`config.mk`:
```
export PLATFORM = sky130hd
export DESIGN_NAME = sbde_cell
export DESIGN_NICKNAME = d
export VERILOG_FILES = /design/src/design/sbde_pkg.sv /design/src/design/sbde_cell.sv
export SDC_FILE = /design/constraint.sdc
export NUM_CORES = 1
export LEC_CHECK = 0
export ABC_AREA = 1
export BUFFER_PORTS_ARGS = -buffer_cell sky130_fd_sc_hd__buf_2
export CELL_PAD_IN_SITES_DETAIL_PLACEMENT = 1
export CELL_PAD_IN_SITES_GLOBAL_PLACEMENT = 2
export CORE_ASPECT_RATIO = 2
export CORE_MARGIN = 2
export CORE_UTILIZATION = 26
export CTS_CLUSTER_SIZE = 20
export DETAILED_ROUTE_END_ITERATION = 12
export GPL_TIMING_DRIVEN = 0
export PLACE_DENSITY_LB_ADDON = 0.2
export SYNTH_ARGS = -nofsm -noshare
export SYNTH_HDL_FRONTEND = slang
export SYNTH_SLANG_ARGS = --single-unit
```
`constraint.sdc`:
```
create_clock -name clk_i -period 2.1 [get_ports clk_i]
set_input_delay 0.42 -clock clk_i [delete_from_list [all_inputs] [get_ports clk_i]]
set_output_delay 0.42 -clock clk_i [all_outputs]
set_load 0.05 [all_outputs]
```
`src/design/sbde_pkg.sv`:
```
// Package for the sliding B-spline evaluator: constants, codes, cell types.
// No dependencies.
package sbde_pkg;
  localparam int Degree = 3;
  localparam int NPts = Degree + 1;
  localparam int CntW = $clog2(NPts + 1);
  localparam logic [1:0] CMD_PUSH = 2'd0;
  localparam logic [1:0] CMD_CLEAR = 2'd1;
  localparam logic [1:0] CMD_EVAL = 2'd2;
  localparam logic [1:0] CMD_UNUSED = 2'd3;
  localparam logic [16:0] ONE_Q16 = 17'd65536;

  typedef logic signed [47:0] val_t;  // Q.16 working value

  // round(2^32 / d) for d = 1..8; 0 for any other d
  function automatic logic [32:0] recip(input logic [3:0] d);
    logic [32:0] r;
    unique case (d)
      4'd1: r = 33'd4294967296;
      4'd2: r = 33'd2147483648;
      4'd3: r = 33'd1431655765;
      4'd4: r = 33'd1073741824;
      4'd5: r = 33'd858993459;
      4'd6: r = 33'd715827883;
      4'd7: r = 33'd613566757;
      4'd8: r = 33'd536870912;
      default: r = 33'd0;
    endcase
    return r;
  endfunction
endpackage

```
`src/design/sbde_cell.sv`:
```
// One window cell: holds a point and its Q.16 working value, shifts in from
// its higher-index neighbor. Depends on sbde_pkg.
module sbde_cell import sbde_pkg::*; (
  input  logic              clk_i,
  input  logic              load_i,   // load point from neighbor/input
  input  logic signed [15:0] pt_x_i,
  input  logic signed [15:0] pt_y_i,
  input  logic signed [15:0] pt_z_i,
  input  logic              init_i,   // copy point into working value
  input  logic              wr_i,     // write blended value
  input  logic [1:0]        wr_c_i,
  input  val_t              wr_val_i,
  output logic signed [15:0] pt_x_o,
  output logic signed [15:0] pt_y_o,
  output logic signed [15:0] pt_z_o,
  output val_t              v_x_o,
  output val_t              v_y_o,
  output val_t              v_z_o
);
  logic signed [15:0] x_q, y_q, z_q;
  val_t vx_q, vy_q, vz_q;

  always_ff @(posedge clk_i) begin
    if (load_i) begin
      x_q <= pt_x_i;
      y_q <= pt_y_i;
      z_q <= pt_z_i;
    end
    if (init_i) begin
      vx_q <= {{16{x_q[15]}}, x_q, 16'd0};
      vy_q <= {{16{y_q[15]}}, y_q, 16'd0};
      vz_q <= {{16{z_q[15]}}, z_q, 16'd0};
    end else if (wr_i) begin
      if (wr_c_i == 2'd0) vx_q <= wr_val_i;
      if (wr_c_i == 2'd1) vy_q <= wr_val_i;
      if (wr_c_i == 2'd2) vz_q <= wr_val_i;
    end
  end

  assign pt_x_o = x_q;
  assign pt_y_o = y_q;
  assign pt_z_o = z_q;
  assign v_x_o = vx_q;
  assign v_y_o = vy_q;
  assign v_z_o = vz_q;
endmodule

```
* Word-level counts from Yosys, hierarchy flattened
Cells that the tools add are included.
Operators by class: add/sub/neg operators 0, multiply operators 0, div/mod/pow operators 0, order comparisons 0, eq/ne operators 2, shift operators 0, multiplexer cells 9, bitwise gates (word level) 0, reduce and logical (&&, ||, !) cells 11
Operators by type and width (number):
- 48-bit 2-to-1 mux | 9
- 2-bit AND reduction | 6
- 2-bit nonzero test | 4
- 2-bit by 1-bit equality test with 1-bit output, second input constant | 1
- 2-bit equality test, second input constant | 1
- 2-bit zero test | 1
Storage, ports and cells: register bits after elaboration 192, bits in latches 0, RAM bits 0, memory bits (read-only) 0, output and inout bits 192, logic and storage cells 31, memories kept 0

* Logic depth before layout (Yosys ltp)
Gate-level depths: netlist of the first run.
depth after elaboration 4, gate-level depth with buffers 7, depth with buffers taken out 5

* Worst setup path before layout of the first run
No wires, ideal clock.
path kind input port to flip-flop, start point input init_i, end point register vz_q[16], in the netlist v_z_o[16], enable pin, library setup time 0.390 ns, arrival time 1.645 ns, setup slack 0.065 ns, stages on the path 5, buffers on the path 3, path through buf_2 -> inv_1 -> buf_2 -> buf_2 -> nand2_1
On the way: longest elaborated chain between the ends 2
Ends and longest elaborated chain:
- from (decl) | RTL line sbde_cell.sv:9 | input logic init_i,
- 2-bit nonzero test (no line)
- 2-bit AND reduction (no line) (*)
- to (signal assigned) | RTL line sbde_cell.sv:32 | vz_q <= {{16{z_q[15]}}, z_q, 16'd0};
- to (signal assigned) | RTL line sbde_cell.sv:36 | if (wr_c_i == 2'd2) vz_q <= wr_val_i;
- to (decl) | RTL line sbde_cell.sv:21 | val_t vx_q, vy_q, vz_q;
Every way passes the cells marked *; elsewhere a longest branch is shown, timed or not. A chain may end at the register's enable or synchronous reset.

* Final worst setup path of the first run
start point input wr_c_i[1], end point register vx_q[17], in the netlist v_x_o[17], enable pin
On the way: longest elaborated chain between the ends 3
Ends and longest elaborated chain:
- from (decl) | RTL line sbde_cell.sv:11 | input logic [1:0] wr_c_i,
- 2-bit zero test | RTL line sbde_cell.sv:34 | if (wr_c_i == 2'd0) vx_q <= wr_val_i;
- 2-bit nonzero test (no line)
- 2-bit AND reduction (no line)
- to (signal assigned) | RTL line sbde_cell.sv:30 | vx_q <= {{16{x_q[15]}}, x_q, 16'd0};
- to (signal assigned) | RTL line sbde_cell.sv:34
- to (decl) | RTL line sbde_cell.sv:21
Every way passes these cells.

==> impl_metrics.json, run 1 <==
{
  "wl_per_cell_um": 20.78,
  "rsz0062_at_grt": "no",
  "ir_worst_vdd_uv": 562.9,
  "grt_usage": 0.1918,
  "clk_path_buf_depth": 2,
  "hp-class": "in -> reg",
  "clk_pin_slew_worst_paths_ns": 0.07,
  "synth_common_cells": "164 x nand2_1, 144 x edfxtp_1, 80 x nor2_1",
  "cts_sinks": 192,
  "critPathKind": "in -> reg",
  "finClkSkew_ns": 0.01035,
  "cp.required_ns": 2.17,
  "hold_viol_final": 0,
  "worst_hold_slack_ns": 0.1391,
  "synth_area_um2": 7377,
  "synth_fp_nets": 768,
  "dieArea_um2": 29820,
  "cap_violations": 0,
  "start_kind": "input pin",
  "fp.dieH_um": 242.2,
  "ant_nets": 0,
  "period_minus_slack_ns": 1.887,
  "yosysSeqAreaShare": 0.7164,
  "max_freq_mhz": 530.0,
  "drive_gt1_frac": 0.3633,
  "fin_util": 0.3514,
  "power_density_nw_per_um2": 963.3,
  "dr.pass1.iters": 4,
  "grt_max_degree": 49,
  "vias_per_cell": 4.423,
  "seq_area_um2": 5285,
  "tns_ns": 0,
  "drc": 0,
  "hpwl_mm": 21.73,
  "tightest_slew_ns": 1.243,
  "cts_setup_buffers": 0,
  "hold_buffers": 0,
  "slew_headroom": 0.1711,
  "grt_pass1_wl_mm": 40.46,
  "grt_overflow_total": 0,
  "ys_seq_elements": 192,
  "grt_pass1_vias": 6360,
  "synth_top_area_cell": "edfxtp_1",
  "num_vias": 5971,
  "numCtsBuffers": 17,
  "coreArea_um2": 28080,
  "end_kind": "register",
  "async_flop_share": 0,
  "setup_violations": 0,
  "place_area_um2": 9319,
  "cts_tree": "done",
  "fin_area_um2": 9869,
  "multi_input_area_um2": 1660,
  "nets": 1080,
  "std_cell_rows": 87,
  "htree_levels": 4,
  "path_max_fanout": 32,
  "synth.area.top_cells": "edfxtp_1 59%, dfxtp_1 13%, nand2_1 8.3%",
  "drtIter0Drc": 196,
  "netlist.area_leader.share": 0.5862,
  "power_leakage_nw": 4.563,
  "cts_resized": 0,
  "p_total_mw": 9.507,
  "yosysWarnings": 0,
  "insertion_delay_ns": 0.45,
  "wl_mm": 28.05,
  "cts_root_buf": "clkbuf_16",
  "syn_area_per_cell_um2": 11.08,
  "die_w_um": 123.1,
  "place.gp.congestion": 0.7670,
  "fillers": 3291,
  "initial_utilization": 0.2627,
  "synth_enable_flop_cells": 144,
  "synthFlopType": "edfxtp_1",
  "netlist_instances": 666,
  "ios": 294,
  "fin_crit_sh": 0.8984,
  "status": "completed",
  "drv_slew": 0,
  "ys_types": 16,
  "place.port_buffers": 292,
  "antenna_found_initial": 6,
  "area_delta_synth_final_pct": 33.79,
  "yosysMostFrequentCell": "nand2_1",
  "arrival_ns": 1.96
}
==> logic make-up (layout without fill, tap and decap cells) <==
group | after synthesis | in the layout | share of synthesized area
flip-flops | 192 | 192 | 0.7164
other | 0 | 3 | 0
AND/OR/NAND/NOR | 267 | 267 | 0.1413
AO/OA/AOI/OAI | 112 | 112 | 0.08277
buffers and inverters | 95 | 420 | 0.05953
==> state kept, by name, summed over array words and instances (netlist names) <==
register and count:
pt_x_o 16, pt_y_o 16, pt_z_o 16, v_x_o 48, v_y_o 48, v_z_o 48
==> path summary, 6_finish.rpt <==
| check | start | end | slack [ns] | cells past startpoint |
|---|---|---|---|---|
| worst min-delay path | pt_y_i[3] | pt_y_o[3] | 0.14 | 1 |
| worst min register to register | v_x_o[11] | v_x_o[11] | 0.48 | 2 |
| worst max register to register | pt_z_o[15] | v_z_o[42] | 0.52 | 3 |
| worst max-delay path | wr_c_i[1] | v_x_o[17] | 0.21 | 5 |
==> critical path, stage by stage <==
cell and delay, ns:
buf_2 0.13, nor2_4 0.25, nand2_1 0.10, clkbuf_1 0.29, nand2_2 0.75
==> layer usage <==
metal  vias to the layer above  share of wire  track usage
li1                       2854              -            -
met1                      2855           0.32       0.1772
met2                       200           0.57       0.3692
met3                        54          0.057      0.04920
met4                         8          0.047      0.09893
met5                         -         0.0017            0
==> layout make-up <==
type | instances | share of cell area
well taps | 356 | 0.04513
diodes | 3 | 0.0007606
clock buffers | 17 | 0.04310
clock inverters | 15 | 0.01192
inverters | 51 | 0.01940
flip-flops and latches | 192 | 0.5355
multi-input cells | 379 | 0.1682
plain buffers | 44 | 0.02510
repair buffers | 293 | 0.1509
==> stage by stage <==
step	std cells	worst slack, ns
4_1_cts	1347	0.1670
3_5_place_dp	1315	-0.3169
6_report	1350	0.2133
3_3_place_gp	1314	-0.9621
5_1_grt	1348	0.05132
2_1_floorplan	666	0.06523
==> placed cells by master, fill, tap and decap left out, drive strengths merged <==
master,Yosys,layout
buf,32,325
nand2,164,164
edfxtp,144,144
nor2,81,81
o21ai,76,76
inv,51,53
dfxtp,48,48
clkbuf,12,29
nand3,22,22
a22oi,20,20
a21oi,16,16
clkinv,0,8
clkinvlp,0,4
diode,0,3
bufinv,0,1
==> where the power goes <==
part / internal, mW / total [mW] / switching, mW
combinational: 0.380 / 1.89 / 1.51
clock: 1.62 / 3.11 / 1.49
sequential: 4.40 / 4.51 / 0.110
total: 6.40 / 9.51 / 3.11
(Power assumes the default switching activity.)
==> run 2: changes to the inputs <==
GPL_TIMING_DRIVEN = 1   (was 0)
==> run 2 against run 1 <==
Effect of this change:
- critical path depth shrank 4
- final area shrank 0.39%
- sequential cell count is the same
- total power is essentially flat
- highest routed layer unchanged
- global-route usage shrank 0.49 points
- clock power is essentially flat
- hold slack lost 0.0015 ns
==> impl_metrics.json, run 2 (synthesis gave the netlist of run 1 again) <==
{
  "status": "completed",
  "place.port_buffers": 293,
  "drtIter0Drc": 199,
  "grt_max_degree": 49,
  "std_cell_rows": 87,
  "hold_viol_final": 0,
  "cts_sinks": 192,
  "p_sw_frac": 0.3227,
  "clk_pin_slew_worst_paths_ns": 0.07,
  "clk_path_buf_depth": 2,
  "finClkSkew_ns": 0.008092,
  "r2r_cells": 2,
  "ios": 294,
  "setup_violations": 0,
  "fin_crit_sh": 0.7519,
  "cts_setup_buffers": 0,
  "cpMaxStageDelayCell": "edfxtp_1",
  "antenna_found_initial": 5,
  "wl_per_cell_um": 20.50,
  "drv_slew": 0,
  "crit-reg2reg-launch": "pt_z_o[15]",
  "period_minus_slack_ns": 1.579,
  "grt_pass1_wl_mm": 40.03,
  "initial_utilization": 0.2627,
  "cts_root_buf": "clkbuf_16",
  "hp-class": "in -> reg",
  "cts_tree": "done",
  "slew_headroom": 0.5249,
  "hold_end": "pt_x_o[3]",
  "cpPeakStageDelay_ns": 0.42,
  "drc": 0,
  "ir_worst_vdd_uv": 548.9,
  "area_delta_synth_final_pct": 33.26,
  "htree_levels": 4,
  "path_buf_inv": 1,
  "coreArea_um2": 28080,
  "hpwl_mm": 19.83,
  "power_density_nw_per_um2": 966.7,
  "nets": 1053,
  "cp.required_ns": 1.68,
  "fp.dieH_um": 242.2,
  "power_leakage_nw": 4.539,
  "mostFrequentLayoutCell": "buf_2",
  "grt_usage": 0.1869,
  "hold_buffers": 0,
  "hold_start": "pt_x_i[3]",
  "grt_overflow_total": 0,
  "die_w_um": 123.1,
  "tns_ns": 0,
  "numCtsBuffers": 17,
  "fin_area_um2": 9831,
  "insertion_delay_ns": 0.45,
  "internal_power_mw": 6.436,
  "start_kind": "register",
  "place.gp.congestion": 0.7604,
  "cts_resized": 0,
  "tightest_slew_ns": 0.7110,
  "layout_common_cells": "293 x buf_2, 162 x nand2_1, 144 x edfxtp_1, 80 x nor2_1, 58 x o21ai_0",
  "hold-path-cell-count": 1,
  "grt_pass1_vias": 6282,
  "place_area_um2": 9280,
  "arrival_ns": 1.16,
  "cap_violations": 0,
  "vias_per_cell": 4.466,
  "r2r_end": "v_z_o[31]",
  "max_freq_mhz": 633.3,
  "num_vias": 5904,
  "pwr-share-comb": 0.198,
  "rsz0062_at_grt": "no",
  "dieArea_um2": 29820,
  "critPathKind": "reg -> out",
  "pwr-share-clk": 0.327,
  "wl_mm": 27.10,
  "dr.pass1.iters": 4,
  "worstPathCellList": "buf_2",
  "p_switching_mw": 3.067,
  "end_kind": "output pin",
  "cp_top_family": "flip-flops",
  "drive_gt1_frac": 0.3558,
  "path_max_fanout": 2,
  "ant_nets": 0,
  "r2r_slack_ns": 0.65,
  "power_frac_seq": 0.475
}
## run 2: worst max path at each step
stage	endpoint	cells after the start	startpoint
detailed placement	v_x_o[16]	4	init_i
finish	pt_y_o[1]	1	pt_y_o[1]
global placement	v_x_o[16]	4	init_i
global route	pt_x_o[9]	1	pt_x_o[9]
floorplan	v_z_o[16]	5	init_i
CTS	pt_y_o[1]	1	pt_y_o[1]
## run 2: stage by stage
step | setup slack [ns] | total power, mW | utilization | std cells | hold slack (ns)
6_report | 0.5209 | 9.503 | 0.3500 | 1322 | 0.1376
5_1_grt | 0.4918 | 9.884 | 0.3499 | 1320 | 0.1119
4_1_cts | 0.5007 | 9.654 | 0.3499 | 1320 | 0.1095
3_5_place_dp | 0.2524 | 6.520 | 0.3304 | 1288 | 0.4683
3_3_place_gp | 0.2916 | 6.508 | 0.3304 | 1288 | 0.4599
2_1_floorplan | 0.06523 | 5.877 | - | 666 | 0.5189
## run 2: final cells by class
class / instances / area (µm²)
clock buffers: 24 / 493.0
flip-flops and latches: 192 / 5285
well taps: 356 / 445.4
multi-input cells: 379 / 1663
repair buffers: 310 / 1694
fillers: 3248 / 18250
inverters: 51 / 192.7
clock inverters: 8 / 52.55
diodes: 2 / 5.005
## run 2: power by group through the flow
stage | clock network, mW | logic [mW] | registers (mW)
floorplan | 0 | 0.332 | 5.55
global route | 3.34 | 2.00 | 4.54
global placement | 0 | 1.91 | 4.60
detailed placement | 0 | 1.92 | 4.60
finish | 3.10 | 1.88 | 4.51
CTS | 3.21 | 1.92 | 4.52
## run 2: per-layer routing
layer / track usage / routed length, µm / vias to the layer above
li1: - / - / 2797
met1: 0.1762 / 8651 / 2862
met2: 0.3617 / 15950 / 201
met3: 0.05556 / 1762 / 38
met4: 0.07353 / 690 / 6
met5: 0 / 44 / -
